===== config.mk =====
export PLATFORM = sky130hd
export DESIGN_NAME = ilid_cell
export DESIGN_NICKNAME = d
export VERILOG_FILES = /design/src/sv/ilid_pkg.sv /design/src/sv/ilid_cell.sv
export SDC_FILE = /design/constraint.sdc
export NUM_CORES = 1
export LEC_CHECK = 0
export BUFFER_PORTS_ARGS = -buffer_cell sky130_fd_sc_hd__buf_4
export CAP_MARGIN = 25
export CORE_AREA = 2 2 102 114
export DETAILED_ROUTE_END_ITERATION = 12
export DIE_AREA = 0 0 104 116
export GPL_TIMING_DRIVEN = 1
export PLACE_DENSITY_LB_ADDON = 0.1
export SYNTH_ARGS = -nofsm -noshare
export SYNTH_HDL_FRONTEND = slang
export SYNTH_SLANG_ARGS = --single-unit

===== constraint.sdc =====
create_clock -name clk -period 3.7 [get_ports clk]
set_input_delay 0.37 -clock clk [delete_from_list [all_inputs] [get_ports clk]]
set_output_delay 0.37 -clock clk [all_outputs]
set_load 0.005 [all_outputs]

===== src/sv/ilid_pkg.sv =====
package ilid_pkg;

  localparam int VW = 32;
  localparam int PW = 16;
  localparam int CMDW = 3;
  localparam int ECW = 7;

  typedef enum logic [CMDW-1:0] {
    CMD_READ = 3'd0,
    CMD_HEAD = 3'd1,
    CMD_TAIL = 3'd2,
    CMD_AT   = 3'd3,
    CMD_DEL  = 3'd4
  } cmd_t;

  typedef struct packed {
    logic ins;
    logic del;
    logic rd;
  } op_t;

endpackage


===== src/sv/ilid_cell.sv =====
module ilid_cell #(
  parameter int IW  = 6,
  parameter int IDX = 0
) (
  input  logic                   clk,
  input  ilid_pkg::op_t          op,
  input  logic [IW-1:0]          pos,
  input  logic [ilid_pkg::VW-1:0] ins_value,
  input  logic [ilid_pkg::VW-1:0] left_value,
  input  logic [ilid_pkg::VW-1:0] right_value,
  output logic [ilid_pkg::VW-1:0] value,
  output logic [ilid_pkg::VW-1:0] leaf
);

  localparam logic [IW-1:0] MY_IDX = IW'(IDX);

  logic [ilid_pkg::VW-1:0] value_r, value_nxt;
  logic [ilid_pkg::VW-1:0] leaf_r, leaf_nxt;

  always_comb begin
    value_nxt = value_r;
    if (op.ins) begin
      if (MY_IDX > pos) begin
        value_nxt = left_value;
      end else if (MY_IDX == pos) begin
        value_nxt = ins_value;
      end
    end else if (op.del) begin
      if (MY_IDX >= pos) begin
        value_nxt = right_value;
      end
    end
  end

  always_comb begin
    leaf_nxt = leaf_r;
    if (op.rd) begin
      leaf_nxt = (MY_IDX == pos) ? value_r : '0;
    end
  end

  always_ff @(posedge clk) begin
    value_r <= value_nxt;
    leaf_r  <= leaf_nxt;
  end

  assign value = value_r;
  assign leaf  = leaf_r;

endmodule


==> impl_metrics.json, run 1 <==
{
  "status": "finished clean",
  "irDropWorstVdd_mv": 0.184,
  "max_freq_mhz": 572,
  "hpwl_um": 4290,
  "path_clk_slew_ps": 50,
  "syn_to_final_growth_pct": 54.7,
  "syn_area_per_cell_um2": 18.3,
  "critical_path_arrival_ps": 1710,
  "yosysTopAreaCell": "edfxtp_1",
  "ant_nets": 0,
  "ys_ff_latch": 64,
  "worst_pin_slew_ps": 472,
  "clk_latency_ps": 320,
  "drtPass1Iterations": 4,
  "regToRegEndpoint": "leaf[0]",
  "synth_top_cells_by_count": "edfxtp_1 (64), mux2_2 (32), and3_1 (29)",
  "hp-start": "right_value[28]",
  "dp_slack_ps": 1590,
  "wl_um": 6530,
  "grt_pass1_vias": 1851,
  "cp_top_family": "buffers and inverters",
  "layout_setup_ws_ps": 1950,
  "synth_area_leaders": "edfxtp_1 (74%), mux2_2 (14%), and3_1 (7.0%)",
  "hold_buffers": 0,
  "gr-total-overflow": 0,
  "worst-path-buf-inv": 3,
  "drcViolationCount": 0,
  "fin_skew_ps": 4.41,
  "cp_max_fo": 33,
  "crit_type": "input port to flip-flop",
  "antenna_found_initial": 0,
  "dpl-instance-area_um2": 3760,
  "synthFlopType": "edfxtp_1",
  "die_height_um": 116,
  "final_nets": 388,
  "drt_iter0_markers": 37,
  "rsz0062_at_grt": "false",
  "regArea_um2": 1920,
  "cp_slowest_cell": "buf_4",
  "synthesis.area_um2": 2590,
  "hold_viol_final": 0,
  "yosys.cell_types.count": 10,
  "finalPower_mw": 1.67,
  "synth.most_common_cell": "edfxtp_1",
  "crit_chain": "buf_4, nor4_4, buf_4, o211a_1, buf_4",
  "wl_per_cell_um": 15.2,
  "die-width_um": 104,
  "htree_levels": 3,
  "cts_setup_buffers": 0,
  "hold_depth": 2,
  "p_leak_nw": 1.77,
  "diodes": 0,
  "cp.required_ps": 3660,
  "nFillCells": 1087,
  "cts.sinks": 64,
  "relSlewSlack": 0.686,
  "post-route-period-util": 0.473,
  "multi_input_area_um2": 602,
  "setup_viol": 0,
  "root_buffer": "clkbuf_16",
  "vias": 1725,
  "grt_max_degree": 34,
  "gp_congestion": 0.644,
  "core_area_um2": 10800,
  "cp_slowest_stage_delay_ps": 410,
  "synthArstFlopShare": 0,
  "maxCapViolCount": 0,
  "r2r-start": "value[0]",
  "cts-resized-gates": 0,
  "hold_class": "input port to flip-flop",
  "rows": 40,
  "track_usage": 0.112,
  "start_kind": "input port",
  "cts_tree": "built",
  "hold_slack_ps": 351,
  "ys.warnings.count": 0,
  "io_pins": 170,
  "syn_inst": 141,
  "r2r_slack_ps": 2880,
  "power_density_nw_per_um2": 417,
  "io_buffers": 137,
  "cpMostUsedCell": "buf_4",
  "design_area_um2": 4000,
  "clock_path_buffers": 2,
  "period_needed_ps": 1750,
  "dieArea_um2": 12100,
  "tns_ps": 0,
  "endpoint_kind": "flip-flop",
  "via_per_inst": 4.00,
  "numCtsBuffers": 9,
  "holdPathEnd": "value[28]",
  "drv_slew": 0,
  "grt_pass1_wl_um": 10000,
  "drive_above_1_share": 0.658,
  "initial_core_util": 0.239,
  "ff2ff_path_depth": 1,
  "synthesis.nets": 247,
  "synth_edf_count": 64,
  "synth_seq_area_share": 0.743,
  "synth_top_area_share": 0.743
}
stage by stage:
| stage | util | cells |
|---|---|---|
| after floorplan | - | 141 |
| after global placement | 0.348 | 418 |
| after detailed placement | 0.348 | 418 |
| after CTS | 0.370 | 431 |
| after global routing | 0.370 | 431 |
| final | 0.370 | 431 |
worst max-delay path by stage:
| stage | slack, ps | from | to | cells after the start |
|---|---|---|---|---|
| 4_1_cts | 1930 | pos[1] | value[7] | 5 |
| 6_report | 1950 | pos[1] | value[9] | 5 |
| 5_1_grt | 1840 | pos[1] | value[9] | 5 |
| 3_5_place_dp | 1590 | pos[1] | value[19] | 5 |
| 2_1_floorplan | 1650 | pos[1] | value[0] | 3 |
| 3_3_place_gp | 1590 | pos[1] | value[19] | 5 |
power by group:
group	switching (mW)	internal (mW)	leakage (nW)	total, mW
logic	0.0495	0.0903	1.02	0.140
clock network	0.274	0.435	0.119	0.709
registers	0.00401	0.815	0.631	0.819
placed cells by master, fill, tap and decap left out:
master / synthesis / final
o211a_1: 1 / 1
and3_1: 29 / 29
nor4_4: 1 / 1
edfxtp_1: 64 / 64
and3_2: 3 / 3
buf_4: 0 / 140
nor2_2: 0 / 1
clkbuf_16: 0 / 9
mux2_2: 32 / 32
clkinv_1: 0 / 2
clkbuf_1: 3 / 1
clkinv_2: 0 / 1
state kept, by name (all words and copies together) (netlist names):
signal and flops:
leaf 32, value 32
metal layers:
metal	track usage	up-vias	routed length, um
met4	0.0568	0	129
li1	-	828	-
met1	0.131	799	2700
met3	0.0382	10	526
met5	0	-	0
met2	0.184	88	3180
logic make-up (layout without fill, tap and decap cells):
family	Yosys count	after routing	synth area share
compound gates	1	1	0.00387
buf+inv	10	153	0.0252
flops	64	64	0.743
mux	32	32	0.139
simple gates	34	34	0.0885
final cells by class:
type / count / share of cell area
tap: 147 / 0.0460
clock inverter: 3 / 0.00313
timing repair buffer: 140 / 0.263
clock buffer: 10 / 0.0572
multi-input combinational: 67 / 0.150
sequential: 64 / 0.480
Note: power is estimated with default switching activity, not from simulation.
==> run 2, diff against run 1 <==
clock period = 1.6 ns   (was 3.7 ns; I/O delays follow)
==> run 2 against run 1 <==
Compared with the run above: clock power increased to 2.6 times the previous value; clock skew increased by 1.4 ps; combinational power increased by 140%; non-clock buffer count increased by 5; sequential share of layout area decreased by 1.3 points; via count increased by 2.3%; die area unchanged; sequential power increased by 130%; cell count increased by 1.9%; wire length increased by 3.4%; setup slack got worse by 1400 ps; critical path type unchanged; critical endpoint is now value[11].
==> impl_metrics.json, run 2 (synthesized netlist as in run 1, its figures left out) <==
{
  "status": "finished clean",
  "hold_class": "input port to flip-flop",
  "htree_levels": 3,
  "root_buffer": "clkbuf_16",
  "layout_commonest_cell": "buf_4",
  "regToRegEndpoint": "leaf[1]",
  "post-route-period-util": 0.663,
  "drive_above_1_share": 0.668,
  "rsz0062_at_grt": "false",
  "initial_core_util": 0.239,
  "r2r_slack_ps": 790,
  "critical_path_arrival_ps": 1080,
  "max_freq_mhz": 943,
  "worst_pin_slew_ps": 435,
  "r2r-start": "value[1]",
  "syn_to_final_growth_pct": 58.9,
  "endpoint_kind": "flip-flop",
  "drt_iter0_markers": 45,
  "core_area_um2": 10800,
  "diodes": 0,
  "vias": 1765,
  "setup_viol": 0,
  "p_leak_nw": 1.82,
  "power_density_nw_per_um2": 991,
  "drtPass1Iterations": 4,
  "io_buffers": 137,
  "cp.required_ps": 1620,
  "rows": 40,
  "layout_setup_ws_ps": 539,
  "antenna_found_initial": 0,
  "layout_common_cells": "buf_4 (143), edfxtp_1 (64), mux2_2 (32), and3_1 (29), clkbuf_16 (9)",
  "cts-resized-gates": 0,
  "gr-total-overflow": 0,
  "via_per_inst": 4.02,
  "dieArea_um2": 12100,
  "tns_ps": 0,
  "cts.sinks": 64,
  "period_needed_ps": 1060,
  "grt_pass1_wl_um": 10100,
  "hold_buffers": 0,
  "numCtsBuffers": 9,
  "final_nets": 393,
  "cp_max_fo": 23,
  "wl_per_cell_um": 15.4,
  "clk_latency_ps": 320,
  "crit_type": "input port to flip-flop",
  "track_usage": 0.115,
  "hpwl_um": 4880,
  "ff2ff_path_depth": 1,
  "dp_slack_ps": 194,
  "grt_max_degree": 33,
  "start_kind": "input port",
  "relSlewSlack": 0.710,
  "design_area_um2": 4110,
  "endpoint": "value[11]",
  "drv_slew": 0,
  "irDropWorstVdd_mv": 0.445,
  "hold_viol_final": 0,
  "startpoint": "pos[1]",
  "dpl-instance-area_um2": 3830,
  "clock_path_buffers": 2,
  "die_height_um": 116,
  "path_clk_slew_ps": 50,
  "cts_tree": "built",
  "drcViolationCount": 0,
  "ant_nets": 0,
  "wl_um": 6750,
  "maxCapViolCount": 0,
  "grt_pass1_vias": 1867,
  "cts_setup_buffers": 0,
  "fin_skew_ps": 5.84,
  "gp_congestion": 0.706,
  "die-width_um": 104,
  "io_pins": 170,
  "hold_slack_ps": 141
}
[run 2: how the worst min path moves through the flow]
| stage | slack, ps | depth (start not counted) | end | from |
|---|---|---|---|---|
| after detailed placement | 470 | 2 | value[26] | right_value[26] |
| after global placement | 470 | 2 | value[27] | right_value[27] |
| final | 140 | 2 | value[29] | right_value[29] |
| after floorplan | 270 | 0 | leaf[0] | op[0] |
| after CTS | 120 | 2 | value[29] | right_value[29] |
| after global routing | 120 | 2 | value[25] | ins_value[25] |
[run 2: stage by stage]
stage | utilization | instances | power (mW)
5_1_grt | 0.380 | 439 | 4.25
6_report | 0.380 | 439 | 4.07
3_5_place_dp | 0.354 | 423 | 2.27
3_3_place_gp | 0.354 | 423 | 2.27
2_1_floorplan | - | 141 | 2.03
4_1_cts | 0.380 | 439 | 4.15
[run 2: routing by layer]
metal / wire, um / GRT usage / up-vias
met3: 606 / 0.0489 / 7
met1: 2630 / 0.126 / 831
met4: 111 / 0.0595 / 0
met5: 0 / 0 / -
met2: 3410 / 0.192 / 86
li1: - / - / 841
[run 2: critical path, cell delays in order]
cell and delay (ps):
buf_4 120, nor4_4 370, o211a_4 240, buf_12 180
[run 2: cell type report]
cell class              count  area, um^2
fillers                  1077        6700
repair buffers            145        1110
flip-flops and latches     64        1920
clock inverters             5        47.5
clock buffers              11         233
multi-input cells          67         609
well taps                 147         184
[run 2: report_power, final]
part	internal [mW]	switching, mW
Clock	1.19	0.652
Sequential	1.88	0.00986
Combinational	0.219	0.118
Total	3.29	0.780
==> run 3, diff against run 2 <==
clock period = 0.9 ns   (was 1.6 ns; I/O delays follow)
==> run 3 against run 2 <==
Compared with the run above: the flow now finishes with violations (negative setup slack); power is 78% higher; setup slack worse by 630 ps; design area is 10% higher; global-route usage is 0.25 points higher; wire length is 2.1% higher; largest power group unchanged.
==> impl_metrics.json, run 3 (synthesized netlist as in run 1, its figures left out) <==
{
  "status": "finished, violations left",
  "violations": "negative setup slack",
  "cp_max_fo": 5,
  "clk_latency_ps": 310,
  "drcViolationCount": 0,
  "antenna_found_initial": 0,
  "root_buffer": "clkbuf_16",
  "ant_nets": 0,
  "vias": 1856,
  "critical_path_arrival_ps": 1030,
  "grt_pass1_wl_um": 10600,
  "rsz0062_at_grt": "true",
  "core_area_um2": 10800,
  "numCtsBuffers": 9,
  "cp.required_ps": 930,
  "maxCapViolCount": 0,
  "hold_viol_final": 0,
  "final_cells": 451,
  "setup_viol": 93,
  "tns_ps": -3980,
  "drv_slew": 0,
  "layout_commonest_cell": "buf_4",
  "track_usage": 0.117,
  "post-route-period-util": 1.10,
  "clock_path_buffers": 2,
  "diodes": 0,
  "hp-start": "ins_value[22]",
  "crit_type": "input port to flip-flop",
  "gr-total-overflow": 0,
  "cts_tree": "built",
  "drt_iter0_markers": 48,
  "drtPass1Iterations": 4,
  "layout_setup_ws_ps": -93.6,
  "grt_max_degree": 33,
  "placed_cells": 428,
  "wl_um": 6890,
  "io_buffers": 137,
  "htree_levels": 3,
  "layout_common_cells": "buf_4 (107), edfxtp_1 (64), buf_6 (40), mux2_2 (30), and3_1 (24)",
  "hold_buffers": 0,
  "drive_above_1_share": 0.704,
  "final_nets": 407,
  "max_freq_mhz": 1010,
  "r2r-start": "value[9]",
  "dieArea_um2": 12100,
  "cts.sinks": 64,
  "start_kind": "input port",
  "die-width_um": 104,
  "io_pins": 170,
  "hold_class": "input port to flip-flop",
  "path_clk_slew_ps": 50,
  "die_height_um": 116,
  "wl_per_cell_um": 15.3,
  "worst_pin_slew_ps": 272,
  "fin_skew_ps": 3.63,
  "rows": 40,
  "gp_congestion": 0.665,
  "grt_pass1_vias": 2007,
  "power_density_nw_per_um2": 1600,
  "period_needed_ps": 994,
  "startpoint": "pos[4]",
  "endpoint_kind": "flip-flop",
  "via_per_inst": 4.12,
  "initial_core_util": 0.239,
  "irDropWorstVdd_mv": 0.821,
  "p_leak_nw": 1.96,
  "hold_slack_ps": 76.1,
  "hpwl_um": 5090,
  "relSlewSlack": 0.817,
  "syn_to_final_growth_pct": 74.9
}
## run 3: cell types whose count changed in the layout (fill, tap and decap cells not counted)
cell        change
and3_1          -5
and3_4          +5
buf_12          +7
buf_16          +1
buf_4          -36
buf_6          +40
buf_8           +1
clkbuf_1        -2
clkbuf_16       +1
clkinv_2        -1
clkinvlp_4      +1
mux2_2          -2
mux2_4          +2
## run 3: stage by stage
step                      area, um^2  utilization  setup slack, ps  power (mW)
after floorplan                 2630            -             -461        3.64
after global placement          3940        0.364             -330        4.08
after detailed placement        3940        0.364             -344        4.08
after CTS                       4360        0.403             -151        7.37
after global routing            4520        0.419             -111        7.57
final                           4520        0.419            -93.6        7.25
## run 3: final cells by class
type | instances | area, um^2
clock buffers | 9 | 225
repair buffers | 159 | 1500
clock inverters | 5 | 50.0
multi-input cells | 67 | 642
fillers | 1050 | 6290
flip-flops and latches | 64 | 1920
well taps | 147 | 184
## run 3: path summary, 6_finish.rpt
| path | slack (ps) | cells after the start | to |
|---|---|---|---|
| worst max-delay path | -90 | 5 | value[17] |
| worst min-delay path | 80 | 2 | value[22] |
| worst max register to register | -40 | 2 | leaf[9] |
| worst min register to register | 590 | 1 | leaf[20] |
## run 3: timing repair
item	CTS	global route
gates resized for setup	15	34
cloned	1	1
buffers inserted	7	1
pin swaps	1	1
endpoints found under the setup margin	79	96
## run 3: power breakdown
group | switching (mW) | leakage [nW] | total [mW] | internal, mW
Clock | 1.12 | 0.132 | 3.20 | 2.08
Combinational | 0.225 | 1.20 | 0.678 | 0.453
Sequential | 0.0227 | 0.631 | 3.37 | 3.35
Total | 1.37 | 1.96 | 7.25 | 5.89
## run 3: layer usage
metal / GRT usage / share of wire / up-vias
met5: 0 / 0 / -
met4: 0.0486 / 0.010 / 0
met3: 0.0467 / 0.085 / 5
met2: 0.205 / 0.52 / 88
met1: 0.128 / 0.38 / 885
li1: - / - / 878
## run 3: critical path: stages
cell	delay [ps]
buf_8	100
nor4_4	320
o211a_4	240
buf_12	130
clkbuf_16	140
